`src/hdl/cpf_ram.sv`:
```
module cpf_ram #(
    parameter int WIDTH = 8,
    parameter int DEPTH = 16
) (
    input  logic                 i_clk,
    input  logic                 i_we,
    input  logic [((DEPTH > 1) ? $clog2(DEPTH) : 1)-1:0] i_waddr,
    input  logic [WIDTH-1:0]     i_wdata,
    input  logic [((DEPTH > 1) ? $clog2(DEPTH) : 1)-1:0] i_raddr,
    output logic [WIDTH-1:0]     o_rdata
);

    logic [WIDTH-1:0] r_mem [DEPTH];

    always_ff @(posedge i_clk) begin
        if (i_we) begin
            r_mem[i_waddr] <= i_wdata;
        end
        o_rdata <= r_mem[i_raddr];
    end

endmodule

```
`config.mk`:
```
export PLATFORM = sky130hd
export DESIGN_NAME = cpf_ram
export DESIGN_NICKNAME = d
export VERILOG_FILES = /design/src/hdl/cpf_ram.sv
export SDC_FILE = /design/constraint.sdc
export NUM_CORES = 1
export LEC_CHECK = 0
export ABC_AREA = 1
export BUFFER_PORTS_ARGS = -buffer_cell sky130_fd_sc_hd__buf_2
export CAP_MARGIN = 20
export CELL_PAD_IN_SITES_DETAIL_PLACEMENT = 1
export CELL_PAD_IN_SITES_GLOBAL_PLACEMENT = 1
export CORE_MARGIN = 2
export CORE_UTILIZATION = 45
export CTS_CLUSTER_DIAMETER = 50
export DETAILED_ROUTE_END_ITERATION = 8
export MAX_ROUTING_LAYER = met4
export PLACE_DENSITY_LB_ADDON = 0.1
export REMOVE_ABC_BUFFERS = 1
export SETUP_SLACK_MARGIN = 0.05
export SLEW_MARGIN = 5
export SYNTH_ARGS = -nofsm -noshare
export SYNTH_HDL_FRONTEND = slang
export SYNTH_SLANG_ARGS = --single-unit
```
`constraint.sdc`:
```
create_clock -name i_clk -period 2.43 [get_ports i_clk]
set_input_delay 0.1215 -clock i_clk [delete_from_list [all_inputs] [get_ports i_clk]]
set_output_delay 0.1215 -clock i_clk [all_outputs]
set_load 0.02 [all_outputs]
```
* Word level (Yosys, flattened, before mapping) *
Memory sizes are Yosys's and may differ from the RTL's. A register that Yosys moved wholly into a read port is not among the register bits.
Cells that the tools add are included.
W data, S select, Z words.

storage, ports and cells
  flip-flop bits (word level) = 0
  latch bits = 0
  bits in writable memories = 128
  ROM bits = 0
  input port bits = 18
  output and inout port bits = 8
  word-level logic and storage cells = 3
  memories kept = 1

cells by class
  add/subtract/negate cells = 0
  $mul = 0
  divide/modulo/power cells = 0
  order comparisons = 0
  equality and inequality tests = 0
  shifts and indexed selects = 0
  mux-type cells = 2
  bitwise logic cells = 0
  reduce and logical (&&, ||, !) cells = 0

memories
  name   depth  bits a word  read ports  clocked after Yosys merged registers in  write ports  line  RTL
  r_mem  16     8            1           1                                        1            13    logic [WIDTH-1:0] r_mem [DEPTH];

operators by type and width
  cell     number
  $mux W1  2

* Depth between registers and ports, before layout *
Gate-level depths: netlist of run 1.

  depth after elaboration = 2
  mapped depth = 8
  mapped depth without buffers = 7

* Worst setup path after synthesis of run 1 *
Ideal clock, no wire load.

  path kind = input to register
  start = in i_waddr[2] in the netlist's numbering
  end = mem r_mem[10][0] (enable)
  setup time = 0.370 ns
  data arrival time = 0.702 ns
  required time = 2.060 ns
  setup slack = 1.358 ns
  stages = 2
  path buffers = 0
  cell sequence = nand3b_1 -> nor2_1

RTL lines
  item             line  RTL
  start, declared  7     input logic [((DEPTH > 1) ? $clog2(DEPTH) : 1)-1:0] i_waddr,
  end, declared    13

No word-level cell before the write port.

* Worst setup path in the final report of run 1 *
  start = in i_waddr[3] in the netlist's numbering
  end = mem r_mem[6][3] (enable)

No word-level cell before the write port.

==> flow_metrics.py, run 1 <==
metrics = {
    "status": {
        "run_status": "finished clean",
    },
    "setup_path": {
        "crit_chain": "buf_2, nand3b_1, nor2_1",
        "rr_endpoint": "o_rdata[2]",
        "reg2reg_slack_ps": 1390,
        "reg2regPathDepth": 6,
        "crit_type": "in -> reg",
        "max_stage_delay_ps": 690,
        "path_delay_family": "simple AND/OR/NAND/NOR gates",
        "critPathSlowestCell": "nor2_1",
        "critPathLaunchType": "primary input",
        "required_ps": 2470,
        "endpoint_kind": "flip-flop",
        "arrival_ps": 1190,
        "path_max_fanout": 8,
        "cp_num_buf_inv": 1,
        "r2r_start": "r_mem[13][2]",
    },
    "timing": {
        "worst_pin_slew_ps": 841,
        "rsz0062_at_grt": "false",
        "finalSetupViolCount": 0,
        "tns_ps": 0,
        "slew_headroom_pct": 43.7,
        "fin_crit_ps": 1140,
        "worst_slack_ps": 1290,
        "hold_viol_final": 0,
        "fin_skew_ps": 5.26,
        "whs_ps": 107,
        "slew_viol_final": 0,
        "min_period_over_period_pct": 47.1,
        "fmax_mhz": 874,
    },
    "hold_path": {
        "min_to": "o_rdata[3]",
        "whs_path_depth": 3,
        "worstHoldStart": "i_raddr[3]",
        "hold_path_class": "in -> reg",
    },
    "synth": {
        "ys_warn_count": 0,
        "avgSynthCellArea_sq_um": 10.5,
        "synth_area_leaders": "edfxtp_1 (67%), nand2_1 (11%), nand3_1 (8.4%), inv_1 (6.5%), dfxtp_1 (2.8%)",
        "yosysSeqAreaShare_pct": 69.4,
        "yosys_register_bits": 136,
        "synth_cell_types": 12,
        "syn_area_sq_mm": 0.00577,
        "syn_inst": 551,
        "yosysTopAreaCellShare_pct": 66.7,
        "yosys.area.top_type": "edfxtp_1",
    },
    "clock_tree": {
        "post_cts_buffers": 0,
        "cts.clk_slew.worst_paths_ps": 50,
        "cts_resized": 0,
        "root_buffer": "clkbuf_16",
        "htreeDepth": 4,
        "cts-buffers-inserted": 17,
        "max-clock-path-buffers": 2,
        "cts.sinks": 136,
        "clock_latency_ps": 420,
        "hold_buffers": 0,
        "cts_tree": "built",
    },
    "power": {
        "p_leak_nw": 2.83,
        "p_switching_mw": 1.12,
        "power_frac_comb_pct": 6.4,
        "p_clk_share_pct": 43.0,
        "p_total_mw": 5.21,
        "power_density_mw_per_mm2": 795,
        "peakVddDrop_v": 0.000510,
        "swShare_pct": 21.5,
        "intPower_mw": 4.09,
        "seqPwrFrac_pct": 50.6,
    },
    "detailed_routing": {
        "route.vias.total": 3823,
        "drt_first_pass_iters": 4,
        "vias_per_cell": 4.98,
        "detail-route-antenna-nets": 0,
        "wl_per_cell_um": 17.9,
        "drt_iter0_markers": 237,
        "routed_wirelength_mm": 13.7,
        "drc": 0,
    },
    "die": {
        "num_io_pins": 26,
        "initial_core_util_pct": 45.9,
        "row_count": 41,
        "die-area_sq_mm": 0.0137,
        "core-area_sq_mm": 0.0126,
        "die_width_um": 117,
        "fp.dieH_um": 117,
    },
    "grt": {
        "grt_pass1_wl_mm": 22.0,
        "antenna_found_initial": 0,
        "grt_pass1_vias": 4056,
        "grt_max_degree": 65,
        "grt_overflow": 0,
        "grt_usage_pct": 23.2,
    },
    "final_layout": {
        "synthToLayoutAreaGrowth_pct": 13.7,
        "fin_util_pct": 52.2,
        "final_area_sq_mm": 0.00656,
        "fillers": 1376,
        "drive_above_1_share_pct": 9.90,
        "nets": 602,
        "final_cells": 768,
        "antennaDiodeCount": 0,
    },
    "place": {
        "place.gp.congestion": 0.806,
        "place_ws_ps": 882,
        "port_buffers": 25,
        "placedCellCount": 737,
        "placed_area_sq_mm": 0.00605,
        "place_hpwl_mm": 8.63,
    },
    "flow_run": {
        "maxCapViolCount": 0,
    },
}
-- cell families (layout without fill, tap and decap cells) --
family                 Yosys count  after routing  share of synthesized area [%]
buffers and inverters          126            171                           9.52
DFF                            136            136                           69.4
and+or+nand+nor                289            289                           21.0
-- sequential cells by signal, summed over array words and instances (netlist names) --
register  cells
r_mem       128
o_rdata       8
-- per-layer routing --
| metal | track usage (%) | wire length (um) |
|---|---|---|
| met5 | - | 0 |
| met4 | 9.80 | 341 |
| met3 | 5.30 | 519 |
| met2 | 36.3 | 6740 |
| met1 | 29.2 | 6140 |
-- power groups by stage --
stage	registers, mW	logic [mW]	clock network (mW)
3_3_place_gp	2.68	0.326	0
3_5_place_dp	2.69	0.336	0
5_1_grt	2.64	0.373	2.38
4_1_cts	2.64	0.339	2.30
2_1_floorplan	2.70	0.142	0
6_report	2.64	0.332	2.24
-- worst max path at each step --
| stage | slack [ps] | startpoint | depth (start not counted) | endpoint |
|---|---|---|---|---|
| after floorplan | 1330 | i_raddr[0] | 6 | o_rdata[2] |
| after detailed placement | 880 | i_waddr[3] | 3 | r_mem[7][3] |
| final | 1290 | i_waddr[3] | 3 | r_mem[6][3] |
| after CTS | 1300 | i_waddr[3] | 3 | r_mem[6][1] |
| after global placement | 940 | i_raddr[0] | 7 | o_rdata[2] |
| after global routing | 1190 | i_raddr[0] | 7 | o_rdata[2] |
-- final cells by class --
cell class | count | area [sq um] | share of cell area (%)
Clock buffer | 24 | 452 | 6.89
Clock inverter | 7 | 53.8 | 0.821
Inverter | 102 | 383 | 5.84
Multi-Input combinational cell | 289 | 1210 | 18.5
Sequential cell | 136 | 4000 | 61.1
Tap cell | 172 | 215 | 3.28
Timing Repair Buffer | 38 | 235 | 3.59
-- synth_stat cells, drive strengths merged --
| library cell | instances |
|---|---|
| nand2 | 173 |
| edfxtp | 128 |
| inv | 102 |
| nand3 | 97 |
| buf | 24 |
| nor2 | 17 |
| dfxtp | 8 |
| nand3b | 2 |
-- tightest hold or removal path: stages --
cell	delay (ps)
buf_2	190
nand3_1	120
nand2_1	50
-- cells in the final DEF (no fill, tap or decap) --
cell type | Yosys | routed
inv_1 | 100 | 100
nand3b_1 | 2 | 2
buf_4 | 4 | 12
inv_2 | 2 | 2
nand3_1 | 97 | 97
dfxtp_1 | 8 | 8
clkinv_1 | 0 | 5
clkinv_2 | 0 | 1
edfxtp_1 | 128 | 128
nand2_1 | 173 | 173
buf_12 | 0 | 1
nor2_1 | 17 | 17
clkbuf_16 | 0 | 17
buf_2 | 13 | 25
bufinv_16 | 0 | 1
clkbuf_1 | 0 | 7
(Power assumes the default switching activity.)
==> inputs of run 2 (changes only) <==
Settings changed: ABC_AREA 1 to 0.
Clock period 2.43 ns to 1 ns, I/O delays scaled along.
==> flow_metrics.py, run 2 <==
metrics = {
    "status": {
        "run_status": "finished, violations left",
        "violations": "negative setup slack",
    },
    "synth": {
        "yosysSeqAreaShare_pct": 77.8,
        "ys_top_cells_by_count": "edfxtp_1 (128), mux4_2 (18), a22oi_1 (16)",
        "yosysMostFrequentCell": "edfxtp_1",
        "synth_cell_types": 19,
        "async_flop_share_pct": 0,
        "synth_top_flop_cell": "edfxtp_1",
        "syn_inst": 229,
        "ys_warn_count": 0,
        "synth-edff-count": 128,
        "yosys.area.top_type": "edfxtp_1",
        "yosysTopAreaCellShare_pct": 74.7,
        "syn_area_sq_mm": 0.00515,
        "avgSynthCellArea_sq_um": 22.5,
        "yosys_register_bits": 136,
        "synth_area_leaders": "edfxtp_1 (75%), mux4_2 (7.9%), mux4_1 (7.1%), dfxtp_1 (3.1%), a22oi_1 (2.3%)",
    },
    "place": {
        "port_buffers": 25,
        "place.gp.congestion": 0.721,
        "place_ws_ps": -524,
        "place_hpwl_mm": 6.62,
        "placed_area_sq_mm": 0.00558,
    },
    "detailed_routing": {
        "drt_iter0_markers": 119,
        "drt_first_pass_iters": 4,
        "route.vias.total": 2431,
        "vias_per_cell": 5.50,
        "wl_per_cell_um": 23.2,
        "detail-route-antenna-nets": 0,
        "routed_wirelength_mm": 10.3,
        "drc": 0,
    },
    "flow_run": {
        "maxCapViolCount": 0,
    },
    "final_layout": {
        "nets": 305,
        "final_area_sq_mm": 0.00616,
        "largest_register_ffs": 128,
        "fillers": 974,
        "layout_common_cells": "edfxtp_1 (128), mux4_2 (32), buf_4 (20)",
        "reg_top3": "r_mem x128, o_rdata x8",
        "final_common_cell": "edfxtp_1",
        "antennaDiodeCount": 0,
        "top_register": "r_mem",
        "drive_above_1_share_pct": 40.1,
        "synthToLayoutAreaGrowth_pct": 19.7,
    },
    "grt": {
        "grt_overflow": 0,
        "grt_pass1_wl_mm": 16.2,
        "grt_usage_pct": 19.1,
        "antenna_found_initial": 0,
        "grt_max_degree": 22,
        "grt_pass1_vias": 2616,
    },
    "timing": {
        "fin_crit_ps": 1270,
        "whs_ps": 25.9,
        "rsz0062_at_grt": "true",
        "worst_slack_ps": -268,
        "tns_ps": -1850,
        "min_period_over_period_pct": 127,
        "fmax_mhz": 789,
        "worst_pin_slew_ps": 918,
        "fin_skew_ps": 7.21,
        "finalSetupViolCount": 8,
        "hold_viol_final": 0,
        "slew_headroom_pct": 38.5,
        "slew_viol_final": 0,
    },
    "setup_path": {
        "rr_endpoint": "o_rdata[4]",
        "reg2regPathDepth": 3,
        "crit_type": "reg -> reg",
        "arrival_ps": 1560,
        "endpoint_kind": "flip-flop",
        "reg2reg_slack_ps": -270,
        "crit_end": "o_rdata[4]",
        "cp_num_buf_inv": 0,
        "r2r_start": "r_mem[14][4]",
        "crit_chain": "mux4_2, a22oi_2, nand2_1",
        "crit_start": "r_mem[14][4]",
        "required_ps": 1300,
        "path_max_fanout": 1,
        "critPathLaunchType": "flip-flop",
        "path_delay_family": "multiplexers",
        "worst-path-stages": 3,
        "critPathSlowestCell": "mux4_2",
        "max_stage_delay_ps": 510,
    },
    "die": {
        "initial_core_util_pct": 45.7,
        "fp.dieH_um": 111,
        "core-area_sq_mm": 0.0113,
        "die_width_um": 111,
        "num_io_pins": 26,
        "die-area_sq_mm": 0.0123,
        "row_count": 39,
    },
    "power": {
        "peakVddDrop_v": 0.00113,
        "power_density_mw_per_mm2": 2060,
        "p_leak_nw": 2.05,
    },
    "clock_tree": {
        "max-clock-path-buffers": 2,
        "cts.clk_slew.worst_paths_ps": 50,
        "clock_latency_ps": 410,
        "htreeDepth": 4,
        "cts_tree": "built",
        "cts-buffers-inserted": 17,
        "root_buffer": "clkbuf_16",
        "post_cts_buffers": 0,
        "cts.sinks": 136,
    },
    "hold_path": {
        "hold_path_class": "in -> reg",
    },
}
run 2: changes by cell type after synthesis, sizes merged, moves of 3 or more:
cell,delta
nand2,-164
nor2,-4
nor3,+4
a22oi,+16
buf,-17
inv,-102
mux4,+32
clkdlybuf4s25,+3
nand3,-96
run 2: where the power goes:
| group | total (mW) | leakage, nW | switching, mW | internal [mW] |
|---|---|---|---|---|
| clock | 5.55 | 0.257 | 2.03 | 3.51 |
| combinational | 0.717 | 0.567 | 0.395 | 0.322 |
| sequential | 6.44 | 1.22 | 0.0508 | 6.39 |
run 2: timing repair:
action	in CTS	in global routing
hold buffers	0	0
resized for setup	36	8
setup endpoints to repair	21	17
pin swaps	11	3
gates cloned	0	0
run 2: logic make-up (layout without fill, tap and decap cells):
logic type / after synthesis / in the layout / synth area share (%)
flops: 136 / 136 / 77.8
simple gates: 35 / 35 / 3.18
mux: 32 / 32 / 15.0
compound gates: 16 / 16 / 2.33
buf+inv: 10 / 80 / 1.68
run 2: how the worst min path moves through the flow:
stage                    start     endpoint  depth (start not counted)
floorplan           i_wdata[0]  r_mem[0][0]                          0
global placement    i_wdata[2]  r_mem[6][2]                          1
detailed placement  i_wdata[2]  r_mem[5][2]                          1
CTS                 i_wdata[2]  r_mem[0][2]                          1
global route        i_wdata[2]  r_mem[0][2]                          1
finish              i_wdata[2]  r_mem[0][2]                          1
run 2: routing by layer:
metal / part of all wire, % / track usage, %
met2: 50 / 28.1
met5: 0 / -
met1: 44 / 25.4
met3: 4.0 / 5.36
met4: 2.1 / 8.00
run 2: area by class of cell:
cell class	instances	area (sq um)	share of cell area [%]
Multi-Input combinational cell	83	1060	17.2
Sequential cell	136	4010	65.1
Clock buffer	27	483	7.84
Tap cell	143	179	2.90
Timing Repair Buffer	49	384	6.23
Clock inverter	4	43.8	0.711
run 2: metrics by stage:
step	util [%]	cells	total power, mW
after global routing	54.7	442	13.1
after CTS	54.6	442	12.8
after global placement	49.5	411	7.18
final	54.7	442	12.7
after detailed placement	49.5	411	7.20
after floorplan	-	219	6.82
==> inputs of run 3 (changes only) <==
Settings changed: CELL_PAD_IN_SITES_DETAIL_PLACEMENT 1 to default, CELL_PAD_IN_SITES_GLOBAL_PLACEMENT 1 to default, PLACE_DENSITY_LB_ADDON 0.1 to default.
==> flow_metrics.py, run 3 (synthesis gave the netlist of run 2 again) <==
metrics = {
    "hold_path": {
        "hold_path_class": "in -> reg",
    },
    "die": {
        "die-area_sq_mm": 0.0123,
        "num_io_pins": 26,
        "fp.dieH_um": 111,
        "initial_core_util_pct": 45.7,
        "core-area_sq_mm": 0.0113,
        "row_count": 39,
        "die_width_um": 111,
    },
    "grt": {
        "grt_max_degree": 18,
        "top_usage_layer": "met2",
        "grt_overflow": 0,
        "met2_usage_pct": 26.3,
        "grt_pass1_vias": 2660,
        "grt_usage_pct": 18.1,
        "grt_pass1_wl_mm": 15.4,
        "antenna_found_initial": 1,
        "gr-usage-met3_pct": 6.34,
        "met1_usage_pct": 23.7,
    },
    "power": {
        "peakVddDrop_v": 0.00170,
        "p_total_mw": 13.1,
        "p_leak_nw": 2.10,
        "power_density_mw_per_mm2": 2100,
    },
    "final_layout": {
        "drive_above_1_share_pct": 39.3,
        "final_common_cell": "edfxtp_1",
        "nets": 310,
        "largest_register_ffs": 128,
        "synthToLayoutAreaGrowth_pct": 21.3,
        "fillers": 864,
        "top_register": "r_mem",
        "reg_top3": "r_mem x128, o_rdata x8",
        "layout_common_cells": "edfxtp_1 (128), mux4_2 (32), buf_4 (25)",
    },
    "setup_path": {
        "critPathLaunchType": "flip-flop",
        "required_ps": 1290,
        "reg2reg_slack_ps": -300,
        "crit_end": "o_rdata[7]",
        "r2r_start": "r_mem[3][7]",
        "arrival_ps": 1590,
        "crit_start": "r_mem[3][7]",
        "endpoint_kind": "flip-flop",
        "rr_endpoint": "o_rdata[7]",
        "path_max_fanout": 1,
        "crit_type": "reg -> reg",
        "reg2regPathDepth": 3,
    },
    "detailed_routing": {
        "detail-route-antenna-nets": 0,
        "routed_wirelength_mm": 9.92,
        "wl_per_cell_um": 22.1,
        "drt_iter0_markers": 208,
        "route.vias.total": 2471,
        "drt_first_pass_iters": 4,
        "vias_per_cell": 5.50,
        "drc": 0,
    },
    "timing": {
        "rsz0062_at_grt": "true",
        "fmax_mhz": 768,
        "worst_pin_slew_ps": 818,
        "slew_viol_final": 0,
        "fin_skew_ps": 6.28,
        "hold_viol_final": 0,
        "fin_crit_ps": 1300,
        "finalSetupViolCount": 8,
        "slew_headroom_pct": 45.4,
        "min_period_over_period_pct": 130,
        "worst_slack_ps": -303,
    },
    "flow_run": {
        "maxCapViolCount": 0,
    },
    "clock_tree": {
        "htreeDepth": 4,
        "max-clock-path-buffers": 2,
        "cts-buffers-inserted": 17,
        "root_buffer": "clkbuf_16",
        "clock_latency_ps": 410,
        "cts_tree": "built",
        "cts.sinks": 136,
        "cts.clk_slew.worst_paths_ps": 50,
        "hold_buffers": 0,
    },
    "place": {
        "place_ws_ps": -568,
        "port_buffers": 25,
        "place_hpwl_mm": 6.42,
        "place.gp.congestion": 0.739,
    },
    "status": {
        "violations": "negative setup slack",
        "run_status": "finished, violations left",
    },
}
-- run 3: changes by cell type in the layout (fill, tap and decap cells not counted), sizes merged --
cell,change
buf,+5
bufinv,+2
clkbuf,-9
clkinv,+7
clkinvlp,+1
diode,+1
-- run 3: routing by layer --
layer | up-vias | wire length, um
li1 | 1092 | -
met4 | 0 | 183
met1 | 1277 | 4440
met2 | 87 | 4580
met5 | - | 0
met3 | 15 | 719
-- run 3: what timing repair did --
action | in CTS | in global routing
pin swaps | 5 | 1
resized for setup | 27 | 8
setup buffers | 0 | 0
setup endpoints to repair | 12 | 18
-- run 3: area by class of cell --
cell class	count	area [sq um]	area share (%)
Antenna cell	1	2.50	0.0401
Clock buffer	18	429	6.87
Clock inverter	14	138	2.20
Multi-Input combinational cell	83	1040	16.6
Sequential cell	136	4010	64.2
Tap cell	143	179	2.86
Timing Repair Buffer	54	448	7.17
-- run 3: power breakdown --
group	leakage (nW)	switching [mW]	internal, mW	total [mW]
Combinational	0.600	0.393	0.339	0.732
Sequential	1.22	0.0473	6.38	6.43
Clock	0.274	2.10	3.83	5.93
-- run 3: worst min-delay path by stage --
stage                        end        from  depth (start not counted)  slack [ps]
floorplan            r_mem[0][0]  i_wdata[0]                          0         150
global placement    r_mem[13][3]  i_wdata[3]                          1         440
detailed placement  r_mem[13][3]  i_wdata[3]                          1         450
CTS                  r_mem[1][3]  i_wdata[3]                          1          20
global route        r_mem[11][3]  i_wdata[3]                          1          30
finish               r_mem[1][3]  i_wdata[3]                          1          20
-- run 3: critical path, cell delays in order (launching register included) --
cell,delay (ps)
edfxtp_1,370
mux4_2,490
a22oi_1,260
nand2_1,80
-- run 3: stage by stage --
| stage | std cells | cell area, sq um | hold WS [ps] | utilization, % | TNS (ps) |
|---|---|---|---|---|---|
| after floorplan | 219 | 5060 | 149 | - | -18730 |
| after global placement | 416 | 5660 | 437 | 50.2 | -22300 |
| after detailed placement | 416 | 5660 | 449 | 50.2 | -23040 |
| after CTS | 448 | 6220 | 15.3 | 55.2 | -1950 |
| after global routing | 449 | 6250 | 29.9 | 55.4 | -2350 |
| final | 449 | 6250 | 21.2 | 55.4 | -1940 |
